File: src/pidsc_pkg.sv
// ============================================================================
// pidsc_pkg: shared types and constants of the PID axis with settle count
// Holds field widths, register indexes, reset values, the sequencer states
// and a small helper function; the core and the testbench import it.
// ============================================================================
package pidsc_pkg;

    // Defaults for the top level parameters.
    localparam int FRAC_BITS_DEF = 16;
    localparam int ACC_WIDTH_DEF = 48;

    // Fixed field widths.
    localparam int DATA_W  = 32;
    localparam int MS_W    = 16;
    localparam int TOL_W   = 31;
    localparam int COUNT_W = 4;
    localparam int ADDR_W  = 5;
    localparam int IDX_W   = 3;
    localparam int LIMB_W  = 32;
    localparam int CNT_W   = 5;

    // Sequencer step counts.
    localparam int DIV_STEPS = 32;
    localparam int MUL_STEPS = 4;

    localparam logic [COUNT_W-1:0] SETTLE_MAX       = 4'd15;
    localparam logic [COUNT_W-1:0] SETTLE_LIMIT_RST = 4'd10;

    localparam logic [DATA_W-1:0] INT32_MAX_C = 32'h7FFF_FFFF;
    localparam logic [DATA_W-1:0] INT32_MIN_C = 32'h8000_0000;

    // Register indexes on the configuration port (byte address / 4).
    typedef logic [IDX_W-1:0] reg_idx_t;
    localparam reg_idx_t REG_TARGET       = 3'd0;
    localparam reg_idx_t REG_GAIN_P       = 3'd1;
    localparam reg_idx_t REG_GAIN_I       = 3'd2;
    localparam reg_idx_t REG_GAIN_D       = 3'd3;
    localparam reg_idx_t REG_TOLERANCE    = 3'd4;
    localparam reg_idx_t REG_SETTLE_LIMIT = 3'd5;

    typedef enum logic [2:0] {
        ST_IDLE,
        ST_ERR,
        ST_UPD,
        ST_DIV,
        ST_MUL,
        ST_FINAL,
        ST_HOLD
    } state_t;

    // Magnitude of a 32-bit two's complement value as an unsigned word.
    function automatic logic [DATA_W-1:0] mag32(input logic [DATA_W-1:0] v);
        logic [DATA_W-1:0] r;
        r = v[DATA_W-1] ? (~v + 32'd1) : v;
        return r;
    endfunction

endpackage

File: src/pid_axis_with_settle_count_core.sv
// ============================================================================
// pid_axis_with_settle_count_core: one PID axis step in signed fixed point
// Computes error, derivative, saturating integral and the saturated drive
// with a settle count of in-band steps that zeroes the drive at the limit.
// ============================================================================
// One input beat (measured position, elapsed milliseconds, restart flag)
// produces exactly one output beat (drive, settled, error_out). A step that
// is not settled runs through the error, update, divide, multiply, final and
// hold states before its result reaches the output register, and the next
// beat is taken only after that, so one step is in flight at a time. The
// derivative is formed by the 32-step restoring divider, one quotient
// bit per cycle, followed by four passes through a single 32 x 32 multiplier
// (error times gain_p, derivative times gain_d, and the low and high words
// of the integral times gain_i), each partial product added into a wide
// accumulator in the cycle after it is formed. A settled step skips the
// divider and the multiplier and goes from the update state to the hold
// state. The input is stalled while a step is in flight; a finished result
// waits in the hold state until the output register has been handed over or
// is free, and the block then goes back to taking input. Configuration is
// written over an APB-style port with pready tied high, and should only be
// written while no step is in flight.
// ============================================================================
module pid_axis_with_settle_count_core
    import pidsc_pkg::*;
#(
    parameter int FRAC_BITS = FRAC_BITS_DEF,
    parameter int ACC_WIDTH = ACC_WIDTH_DEF
)
(
    input  logic                     clk,
    input  logic                     rst_n,

    // Input channel.
    input  logic                     in_valid,
    output logic                     in_stall,
    input  logic [DATA_W-1:0]        measured,
    input  logic [MS_W-1:0]          elapsed_ms,
    input  logic                     restart,

    // Output channel.
    output logic                     out_valid,
    input  logic                     out_stall,
    output logic [DATA_W-1:0]        drive,
    output logic                     settled,
    output logic [DATA_W-1:0]        error_out,

    // Configuration port.
    input  logic                     psel,
    input  logic                     penable,
    input  logic                     pwrite,
    input  logic [ADDR_W-1:0]        paddr,
    input  logic [DATA_W-1:0]        pwdata,
    output logic [DATA_W-1:0]        prdata,
    output logic                     pready
);

    // The exact sum of the three products needs at most ACC_WIDTH + 33 bits;
    // one more bit of margin keeps the sign clean.
    localparam int SUM_W = ACC_WIDTH + 34;

    localparam logic [TOL_W-1:0] TOL_RESET = TOL_W'(((7 << FRAC_BITS) + 50) / 100);
    localparam logic [CNT_W-1:0] DIV_LAST  = CNT_W'(DIV_STEPS - 1);
    localparam logic [CNT_W-1:0] MUL_LAST  = CNT_W'(MUL_STEPS);

    // ------------------------------------------------------------------
    // Configuration registers
    // ------------------------------------------------------------------
    logic [DATA_W-1:0]  target_reg;
    logic [DATA_W-1:0]  gain_p_reg;
    logic [DATA_W-1:0]  gain_i_reg;
    logic [DATA_W-1:0]  gain_d_reg;
    logic [TOL_W-1:0]   tolerance_reg;
    logic [COUNT_W-1:0] settle_limit_reg;

    logic               cfg_wr;
    reg_idx_t           cfg_idx;

    assign pready  = 1'b1;
    assign cfg_wr  = psel && penable && pwrite && pready;
    assign cfg_idx = paddr[ADDR_W-1:2];

    always_ff @(posedge clk or negedge rst_n)
    begin
        if (!rst_n)
        begin
            target_reg       <= '0;
            gain_p_reg       <= '0;
            gain_i_reg       <= '0;
            gain_d_reg       <= '0;
            tolerance_reg    <= TOL_RESET;
            settle_limit_reg <= SETTLE_LIMIT_RST;
        end
        else if (cfg_wr)
        begin
            unique case (cfg_idx)
                REG_TARGET:       target_reg       <= pwdata;
                REG_GAIN_P:       gain_p_reg       <= pwdata;
                REG_GAIN_I:       gain_i_reg       <= pwdata;
                REG_GAIN_D:       gain_d_reg       <= pwdata;
                REG_TOLERANCE:    tolerance_reg    <= pwdata[TOL_W-1:0];
                REG_SETTLE_LIMIT: settle_limit_reg <= pwdata[COUNT_W-1:0];
                default:          ;
            endcase
        end
    end

    always_comb
    begin
        unique case (cfg_idx)
            REG_TARGET:       prdata = target_reg;
            REG_GAIN_P:       prdata = gain_p_reg;
            REG_GAIN_I:       prdata = gain_i_reg;
            REG_GAIN_D:       prdata = gain_d_reg;
            REG_TOLERANCE:    prdata = {1'b0, tolerance_reg};
            REG_SETTLE_LIMIT: prdata = {{(DATA_W-COUNT_W){1'b0}}, settle_limit_reg};
            default:          prdata = '0;
        endcase
    end

    // ------------------------------------------------------------------
    // Controller state and working registers
    // ------------------------------------------------------------------
    state_t              state_reg, state_next;
    logic [CNT_W-1:0]    cnt_reg, cnt_next;

    logic [ACC_WIDTH-1:0] integral_reg;
    logic [DATA_W-1:0]    last_error_reg;
    logic [COUNT_W-1:0]   settle_count_reg;

    // Latched input beat.
    logic [DATA_W-1:0]    meas_reg;
    logic [MS_W-1:0]      ms_reg;
    logic                 restart_reg;

    logic [DATA_W-1:0]    err_reg;
    logic                 diff_neg_reg;
    logic [DATA_W-1:0]    div_num_reg;
    logic [MS_W-1:0]      div_rem_reg;

    logic [DATA_W-1:0]    emag_reg;
    logic [2*LIMB_W-1:0]  imag_reg;
    logic                 i_neg_reg;
    logic [DATA_W-1:0]    gp_mag_reg;
    logic [DATA_W-1:0]    gi_mag_reg;
    logic [DATA_W-1:0]    gd_mag_reg;

    logic [2*LIMB_W-1:0]  pp_reg;
    logic                 pp_neg_reg;
    logic                 pp_hi_reg;
    logic signed [SUM_W-1:0] acc_reg;

    logic [DATA_W-1:0]    res_drive_reg;
    logic                 res_settled_reg;

    logic                 out_valid_reg;
    logic [DATA_W-1:0]    drive_reg;
    logic                 settled_reg;
    logic [DATA_W-1:0]    error_out_reg;

    // ------------------------------------------------------------------
    // Error: target minus measured, saturated to 32 bits
    // ------------------------------------------------------------------
    logic [DATA_W:0]   e_full;
    logic [DATA_W-1:0] e_sat;

    assign e_full = {target_reg[DATA_W-1], target_reg} - {meas_reg[DATA_W-1], meas_reg};

    always_comb
    begin
        if (e_full[DATA_W] != e_full[DATA_W-1])
        begin
            e_sat = e_full[DATA_W] ? INT32_MIN_C : INT32_MAX_C;
        end
        else
        begin
            e_sat = e_full[DATA_W-1:0];
        end
    end

    // ------------------------------------------------------------------
    // State update: band test, integral, settle count, derivative numerator
    // ------------------------------------------------------------------
    logic [DATA_W-1:0]     last_eff;
    logic [ACC_WIDTH-1:0]  integ_eff;
    logic [COUNT_W-1:0]    count_eff;
    logic [DATA_W:0]       diff;
    logic [DATA_W:0]       diff_abs;
    logic signed [DATA_W:0] e_ext;
    logic signed [DATA_W:0] tol_ext;
    logic                  in_band;
    logic [ACC_WIDTH:0]    integ_sum;
    logic [ACC_WIDTH-1:0]  integ_sat;
    logic [ACC_WIDTH-1:0]  integ_new;
    logic [COUNT_W-1:0]    count_new;
    logic                  settle_now;

    // A restart clears the carried state before this step uses it.
    assign last_eff  = restart_reg ? '0 : last_error_reg;
    assign integ_eff = restart_reg ? '0 : integral_reg;
    assign count_eff = restart_reg ? '0 : settle_count_reg;

    assign diff     = {err_reg[DATA_W-1], err_reg} - {last_eff[DATA_W-1], last_eff};
    assign diff_abs = diff[DATA_W] ? (~diff + 1'b1) : diff;

    assign e_ext   = {err_reg[DATA_W-1], err_reg};
    assign tol_ext = {2'b00, tolerance_reg};
    assign in_band = (e_ext < tol_ext) && (e_ext > -tol_ext);

    assign integ_sum = {integ_eff[ACC_WIDTH-1], integ_eff}
                     + {{(ACC_WIDTH-DATA_W+1){err_reg[DATA_W-1]}}, err_reg};

    always_comb
    begin
        if (integ_sum[ACC_WIDTH] != integ_sum[ACC_WIDTH-1])
        begin
            // Clamp to the most negative or most positive accumulator value.
            integ_sat = {integ_sum[ACC_WIDTH], {(ACC_WIDTH-1){~integ_sum[ACC_WIDTH]}}};
        end
        else
        begin
            integ_sat = integ_sum[ACC_WIDTH-1:0];
        end
    end

    always_comb
    begin
        if (in_band)
        begin
            integ_new = '0;
            count_new = (count_eff == SETTLE_MAX) ? count_eff : count_eff + 1'b1;
        end
        else
        begin
            integ_new = integ_sat;
            count_new = '0;
        end
    end

    assign settle_now = (count_new >= settle_limit_reg);

    // ------------------------------------------------------------------
    // Restoring divider step: one quotient bit per cycle
    // ------------------------------------------------------------------
    logic [MS_W:0]   rem_shift;
    logic            div_ge;
    logic [MS_W:0]   rem_sub;
    logic [MS_W-1:0] rem_new;
    logic            div_last;

    assign rem_shift = {div_rem_reg, div_num_reg[DATA_W-1]};
    assign div_ge    = (rem_shift >= {1'b0, ms_reg});
    assign rem_sub   = rem_shift - {1'b0, ms_reg};
    assign rem_new   = div_ge ? rem_sub[MS_W-1:0] : rem_shift[MS_W-1:0];
    assign div_last  = (cnt_reg == DIV_LAST);

    // Integral magnitude for the multiplier, taken from the updated state.
    logic [ACC_WIDTH-1:0] integ_abs;
    assign integ_abs = integral_reg[ACC_WIDTH-1] ? (~integral_reg + 1'b1) : integral_reg;

    // ------------------------------------------------------------------
    // Shared multiplier: operand selection by pass
    // ------------------------------------------------------------------
    logic [LIMB_W-1:0]   mul_a;
    logic [LIMB_W-1:0]   mul_b;
    logic                mul_neg;
    logic                mul_hi;
    logic [2*LIMB_W-1:0] mul_p;

    always_comb
    begin
        case (cnt_reg[1:0])
            2'd0:
            begin
                mul_a   = emag_reg;
                mul_b   = gp_mag_reg;
                mul_neg = err_reg[DATA_W-1] ^ gain_p_reg[DATA_W-1];
                mul_hi  = 1'b0;
            end
            2'd1:
            begin
                // div_num_reg now holds the derivative magnitude.
                mul_a   = div_num_reg;
                mul_b   = gd_mag_reg;
                mul_neg = diff_neg_reg ^ gain_d_reg[DATA_W-1];
                mul_hi  = 1'b0;
            end
            2'd2:
            begin
                mul_a   = imag_reg[LIMB_W-1:0];
                mul_b   = gi_mag_reg;
                mul_neg = i_neg_reg ^ gain_i_reg[DATA_W-1];
                mul_hi  = 1'b0;
            end
            default:
            begin
                mul_a   = imag_reg[2*LIMB_W-1:LIMB_W];
                mul_b   = gi_mag_reg;
                mul_neg = i_neg_reg ^ gain_i_reg[DATA_W-1];
                mul_hi  = 1'b1;
            end
        endcase
    end

    assign mul_p = mul_a * mul_b;

    logic [SUM_W-1:0] pp_ext;
    assign pp_ext = pp_hi_reg ? SUM_W'({pp_reg, {LIMB_W{1'b0}}}) : SUM_W'(pp_reg);

    // ------------------------------------------------------------------
    // Final scaling and saturation of the drive
    // ------------------------------------------------------------------
    logic signed [SUM_W-1:0] acc_shifted;
    logic                    acc_fits;
    logic [DATA_W-1:0]       drive_calc;

    assign acc_shifted = acc_reg >>> FRAC_BITS;
    assign acc_fits    = (&acc_shifted[SUM_W-1:DATA_W-1]) | ~(|acc_shifted[SUM_W-1:DATA_W-1]);

    always_comb
    begin
        if (acc_fits)
        begin
            drive_calc = acc_shifted[DATA_W-1:0];
        end
        else
        begin
            drive_calc = acc_shifted[SUM_W-1] ? INT32_MIN_C : INT32_MAX_C;
        end
    end

    // ------------------------------------------------------------------
    // Sequencer
    // ------------------------------------------------------------------
    logic out_free;
    logic take_in;
    logic load_out;

    assign out_free = !out_valid_reg || !out_stall;

    always_comb
    begin
        state_next = state_reg;
        unique case (state_reg)
            ST_IDLE:  if (in_valid) state_next = ST_ERR;
            ST_ERR:   state_next = ST_UPD;
            ST_UPD:   state_next = settle_now ? ST_HOLD : ST_DIV;
            ST_DIV:   if (div_last) state_next = ST_MUL;
            ST_MUL:   if (cnt_reg == MUL_LAST) state_next = ST_FINAL;
            ST_FINAL: state_next = ST_HOLD;
            ST_HOLD:  if (out_free) state_next = ST_IDLE;
            default:  state_next = ST_IDLE;
        endcase
    end

    always_comb
    begin
        in_stall = 1'b1;
        take_in  = 1'b0;
        load_out = 1'b0;
        cnt_next = cnt_reg;
        unique case (state_reg)
            ST_IDLE:
            begin
                in_stall = 1'b0;
                take_in  = in_valid;
            end
            ST_UPD:   cnt_next = '0;
            ST_DIV:   cnt_next = div_last ? '0 : cnt_reg + 1'b1;
            ST_MUL:   cnt_next = cnt_reg + 1'b1;
            ST_HOLD:  load_out = out_free;
            default:  ;
        endcase
    end

    always_ff @(posedge clk or negedge rst_n)
    begin
        if (!rst_n)
        begin
            state_reg        <= ST_IDLE;
            cnt_reg          <= '0;
            integral_reg     <= '0;
            last_error_reg   <= '0;
            settle_count_reg <= '0;
            out_valid_reg    <= 1'b0;
        end
        else
        begin
            state_reg <= state_next;
            cnt_reg   <= cnt_next;
            if (state_reg == ST_UPD)
            begin
                integral_reg     <= integ_new;
                settle_count_reg <= count_new;
                // A settled step keeps the previous error for the next derivative.
                last_error_reg   <= settle_now ? last_eff : err_reg;
            end
            if (load_out)
            begin
                out_valid_reg <= 1'b1;
            end
            else if (!out_stall)
            begin
                out_valid_reg <= 1'b0;
            end
        end
    end

    // Datapath registers; their contents only matter under the sequencer.
    always_ff @(posedge clk)
    begin
        if (take_in)
        begin
            meas_reg    <= measured;
            ms_reg      <= elapsed_ms;
            restart_reg <= restart;
        end

        if (state_reg == ST_ERR)
        begin
            err_reg <= e_sat;
        end

        if (state_reg == ST_UPD)
        begin
            diff_neg_reg    <= diff[DATA_W];
            div_num_reg     <= diff_abs[DATA_W-1:0];
            div_rem_reg     <= '0;
            res_settled_reg <= settle_now;
            res_drive_reg   <= '0;
            acc_reg         <= '0;
        end

        if (state_reg == ST_DIV)
        begin
            div_rem_reg <= rem_new;
            if (div_last && (ms_reg == '0))
            begin
                // No elapsed time: the derivative term is zero.
                div_num_reg <= '0;
            end
            else
            begin
                div_num_reg <= {div_num_reg[DATA_W-2:0], div_ge};
            end
            emag_reg   <= mag32(err_reg);
            imag_reg   <= (2*LIMB_W)'(integ_abs);
            i_neg_reg  <= integral_reg[ACC_WIDTH-1];
            gp_mag_reg <= mag32(gain_p_reg);
            gi_mag_reg <= mag32(gain_i_reg);
            gd_mag_reg <= mag32(gain_d_reg);
        end

        if (state_reg == ST_MUL)
        begin
            if (cnt_reg != MUL_LAST)
            begin
                pp_reg     <= mul_p;
                pp_neg_reg <= mul_neg;
                pp_hi_reg  <= mul_hi;
            end
            if (cnt_reg != '0)
            begin
                acc_reg <= pp_neg_reg ? (acc_reg - pp_ext) : (acc_reg + pp_ext);
            end
        end

        if (state_reg == ST_FINAL)
        begin
            res_drive_reg <= drive_calc;
        end

        if (load_out)
        begin
            drive_reg     <= res_drive_reg;
            settled_reg   <= res_settled_reg;
            error_out_reg <= err_reg;
        end
    end

    assign out_valid = out_valid_reg;
    assign drive     = drive_reg;
    assign settled   = settled_reg;
    assign error_out = error_out_reg;

endmodule

File: config.mk
export PLATFORM = sky130hd
export DESIGN_NAME = pid_axis_with_settle_count_core
export DESIGN_NICKNAME = d
export VERILOG_FILES = /design/src/pidsc_pkg.sv /design/src/pid_axis_with_settle_count_core.sv
export SDC_FILE = /design/constraint.sdc
export NUM_CORES = 2
export LEC_CHECK = 0
export BUFFER_PORTS_ARGS = -buffer_cell sky130_fd_sc_hd__buf_2
export CAP_MARGIN = 10
export CORE_ASPECT_RATIO = 0.6
export CORE_MARGIN = 2
export CORE_UTILIZATION = 45
export DETAILED_ROUTE_END_ITERATION = 8
export PLACE_DENSITY_LB_ADDON = 0.15
export SLEW_MARGIN = 20
export SYNTH_ARGS = -nofsm -noshare
export SYNTH_HDL_FRONTEND = slang
export SYNTH_SLANG_ARGS = --single-unit
File: constraint.sdc
create_clock -name clk -period 25.4 [get_ports clk]
set_clock_uncertainty 0.15 [all_clocks]
set_input_delay 1.27 -clock clk [delete_from_list [all_inputs] [get_ports clk]]
set_output_delay 1.27 -clock clk [all_outputs]
set_load 0.1 [all_outputs]
; ---- After elaboration in Yosys (flattened, before gate mapping)
; Index checks and enable logic that the tools add are counted.
[totals]
inputBits = 93
regBits = 809
out_inout_bits = 100
n_memories = 0
elab_cells = 170
romBits = 0
ramBits = 0
latchBits = 0
[classes]
n_mul = 1
n_eq_ne = 24
n_addsub = 15
bitwise = 12
shifts = 0
mux = 49
div = 0
order_cmp = 4
n_reduce_logical = 26
[op_table]
columns = cell, count
row1 = $mux W82, 5
row2 = $mux W32, 12
row3 = $pmux W32 S6, 1
row4 = $add A32 B1 Y32 const B, 5
row5 = $not A32 Y32, 5
row6 = $mux W48, 3
row7 = $mux W31, 4
row8 = $pmux W32 S3, 1
row9 = $add A82 B82 Y82, 1
row10 = $sub A82 B82 Y82, 1
row11 = $sub A32 B32 Y33, 2
row12 = $mul A32 B32 Y64, 1
row13 = $pmux W32 S2, 1
row14 = $add A48 B32 Y49, 1
row15 = $add A48 B1 Y48 const B, 1
row16 = $mux W16, 3
row17 = $not A48 Y48, 1
row18 = $mux W47, 1
row19 = $reduce_and A35 Y1, 1
row20 = $reduce_or A35 Y1, 1
row21 = $gt A32 B33 Y1, 1
row22 = $neg A31 Y33, 1
row23 = $lt A32 B32 Y1, 1
row24 = $pmux W3 S7, 1
row25 = 38 further kinds, 76

; ---- Logic depth before layout (Yosys ltp)
[depth]
word_depth = 7
depth_mapped = 39
depth_no_buf = 34

; ---- Least setup slack after synthesis
; Ideal clock, no wire load.
[synth_path]
kind = flip-flop to flip-flop
from = reg state_reg[2]
to = reg div_num_reg[24], data pin
synth_period_minus_slack_ns = 9.643
stages_incl_launch_ff = 6
setup_ns = 0.496
n_path_buf = 1
arrival_ns = 8.998
setup_slack_ns = 15.757
required_ns = 24.754
cell_sequence = dfrtp_1 -> nor2b_1 -> nand2_1 -> inv_1 -> clkbuf_1 -> o21ai_0
[synth_via]
elab_chain_cells = 2
[synth_lines]
columns = element, line
row1 = from (decl), pid_axis_with_settle_count_core.sv:123  ; state_t state_reg, state_next;
row2 = from (signal assigned), pid_axis_with_settle_count_core.sv:388  ; state_reg <= state_next;
row3 = $eq A3 B2 Y1, pid_axis_with_settle_count_core.sv:433  ; if (state_reg == ST_DIV)
row4 = $mux W32, pid_axis_with_settle_count_core.sv:433
row5 = to (signal assigned), pid_axis_with_settle_count_core.sv:426  ; div_num_reg <= diff_abs[DATA_W-1:0];
row6 = to (signal assigned), pid_axis_with_settle_count_core.sv:443  ; div_num_reg <= {div_num_reg[DATA_W-2:0], div_ge};
row7 = to (decl), pid_axis_with_settle_count_core.sv:137  ; logic [DATA_W-1:0] div_num_reg;
; No other way between the ends.
; A chain may end at the register's enable or synchronous reset.

; ---- Worst setup path after layout
[layout_path]
from = reg cnt_reg[0]
to = reg pp_reg[61], data pin
[layout_via]
elab_chain_cells = 3
word_cells_on_any_way = 6
cone_classes = 1 x mul / 2 x eq/ne / 2 x mux / 1 x reduce/logical
[layout_lines]
columns = element, line
row1 = from (decl), pid_axis_with_settle_count_core.sv:124  ; logic [CNT_W-1:0] cnt_reg, cnt_next;
row2 = from (signal assigned), pid_axis_with_settle_count_core.sv:389  ; cnt_reg <= cnt_next;
row3 = "$eq A2 B2 Y1, or another cell as far along", pid_axis_with_settle_count_core.sv:271  ; case (cnt_reg[1:0])
row4 = $pmux W32 S3 or $pmux W32 S2 (tied branches), pid_axis_with_settle_count_core.sv:271
row5 = $mul A32 B32 Y64 *, pid_axis_with_settle_count_core.sv:304  ; assign mul_p = mul_a * mul_b;
row6 = net mul_p[61], pid_axis_with_settle_count_core.sv:267  ; logic [2*LIMB_W-1:0] mul_p;
row7 = to (signal assigned), pid_axis_with_settle_count_core.sv:457  ; pp_reg <= mul_p;
row8 = to (decl), pid_axis_with_settle_count_core.sv:147  ; logic [2*LIMB_W-1:0] pp_reg;
; The timed path passes the listed nets; every way through them passes the cells marked *.

==> metrics.txt <==
critical path data arrival time between 10 and 15 ns; Slew Limit Fails 0; crit-path max cell delay 0.92 ns; sequential area share after synthesis 0.265; port bufs 189; most frequent cells after synthesis 1103 x inv_1, 923 x nor2_1, 911 x nand2_1, 901 x fa_1, 553 x ha_1; Slew HR 0.161; initial antenna violation count 12; post-synthesis instance total roughly 9000; clk root buf clkbuf_16; startpoint types flop; Vias around 68000; Largest register FFs 82; Setup CP Type flop to flop; # setup viols final 0; Reg2Reg Depth 32; final wirelength approximately 300000 microns; vias in the first global route 66600; setup TNS 0 ns; hold path depth 0; total CTS buffers 84; post-synthesis simple-gate area fraction 0.144; met1 Use GR 0.483; status complete, no violations; Synth Net Count between 10000 and 15000; GP Congestion between 0.9 and 1; post-synth cell types around 90; Resize count post-CTS 0; Ys Warns 0; Post-synth ARST share 0.316; RSZ-0062 raised after global routing no; Critical Path RT 25.64 ns; CP Max Fanout 61; htree depth 3; core area approximately 180000 sq um; Tightest Pin Transition roughly 1.3 ns; Row Count approximately 120; CTS tree yes; die footprint between 150000 and 200000 sq um; clk slew on worst S/H paths ~0.07 ns; f_max between 80 and 90 MHz; CTS sink count between 800 and 900; Die H roughly 340 microns; worst-case clock buffer depth 3; Synth Flop Type edfxtp_1; NumNets Final between 10000 and 15000; Worst-Skew Late Latency 0.71 ns; Top Usage Layer GRT met1; Post-synth EDFFs approximately 470; crit share post-route 0.469; largest net degree at the start of global routing slightly below 100; placed wire-length estimate 233000 microns; IO Pins ~190; reg-to-reg setup timing slack roughly 13 ns; layout cells sized above 1 0.0883; DRC Markers 0; syn_area_per_cell 9.27 sq um; Post-DRT Antenna Nets 0; drt first pass iters 6; largest family of logic cells by synthesized area adder cells; post-route minimum period 11.90 ns; Synth Area in Compound Gates 0.136; Worst Hold Endpoint drive[31]; Die Width roughly 560 microns; top post-synthesis cells by area fa_1 22%, edfxtp_1 17%, ha_1 8.2%, dfrtp_1 7.4%, inv_1 4.9%; most frequent cell after synthesis inv_1; post-DR wirelength/cell about 26 microns; initial core utilization 0.454; HP Start res_drive_reg[31]; Critical Path Sink Type flop; Synth Area in Adders 0.298; DRT iter0 DRCs between 7000 and 8000; Synth-to-Final Area Change 8.43%; cts hold-fix bufs 0; Total GRT Usage 0.317; Post-CTS Setup Inserts 0; post-synthesis register bit count between 800 and 900; GRT met3 Usage 0.124; vias per cell about 5.9; top-area cell type share of the netlist area 0.215; GR Util met2 0.416; Reg2Reg Launch Point cnt_reg[0]; mux cell area share after synthesis 0.0322; Max Cap Violations 0; RR Endpoint pp_reg[61]; xor/xnor share of the synthesized area 0.0550; worst hold-check path type flop to flop; CP most frequent cell fa_1; cell area after synthesis around 84000 sq um; first-pass GRT wire length around 450000 microns; Slowest cell on crit path a21oi_4; final hold vios 0; gr ovfl total 0; Synth area leader fa_1
-- per-layer routing --
layer,wire length [microns],part of all wire
met1,141000,0.46
met2,115000,0.38
met3,40500,0.13
met4,7090,0.023
met5,93,0.00031
-- per-stage QoR --
stage / utilization / hold WS [ns] / instances / setup WS [ns] / cell area, sq um
floorplan: - / 0.250 / 9047 / 15.76 / 83900
global placement: 0.476 / 0.251 / 11400 / 13.97 / 87900
detailed placement: 0.476 / 0.255 / 11400 / 13.85 / 87900
CTS: 0.492 / 0.268 / 11600 / 13.78 / 90900
global route: 0.492 / 0.272 / 11600 / 13.13 / 90900
finish: 0.492 / 0.265 / 11600 / 13.50 / 90900
-- critical path: cells and delay by family, from the launching register on --
family / cells / cell delay [ns]
flip-flops: 1 / 0.46
buffers and inverters: 8 / 1.78
AO/OA/AOI/OAI: 11 / 3.68
adder cells (fa/ha/maj): 10 / 5.03
XOR/XNOR: 1 / 0.17
AND/OR/NAND/NOR: 2 / 0.18
-- cells by family after synthesis --
group           count (synthesis)
fa+ha+maj                    1459
buf+inv                      1561
xor+xnor                      527
compound gates               1763
simple gates                 2683
other cells                     1
mux                           244
flops                         809
-- placed cells by master (no fill, tap or decap), types with 98 or more instances in the layout --
cell type and count:
a21o_1 172, a21oi_1 442, buf_2 188, buf_4 165, dfrtp_1 247, edfxtp_1 471
fa_1 901, ha_1 550, inv_1 1102, mux2_2 158, nand2_1 911, nand2b_1 98
nand3_1 159, nor2_1 917, nor2b_1 108, nor3_1 119, o21ai_0 424, xnor2_1 380
xor2_1 147
-- worst max-delay path by stage --
stage                      start         endpoint  slack (ns)
detailed placement    cnt_reg[0]       pp_reg[61]       13.85
floorplan           state_reg[2]  div_num_reg[24]       15.76
finish                cnt_reg[0]       pp_reg[61]       13.50
global route          cnt_reg[0]       pp_reg[61]       13.13
CTS                   cnt_reg[0]       pp_reg[61]       13.78
global placement      cnt_reg[0]       pp_reg[61]       13.97
-- cell type report --
cell class	instances	area, sq um
Tap cell	2480	3100
Multi-Input combinational cell	6677	56200
Antenna cell	3	7.51
Timing Repair Buffer	355	2210
Clock buffer	105	2310
Clock inverter	52	729
Inverter	1104	4150
Fill cell	17300	93800
Sequential cell	809	22200
Power is left out: the tool's default activity adds up to more than one toggle a clock period on the data nets, which glitch-free logic cannot reach.
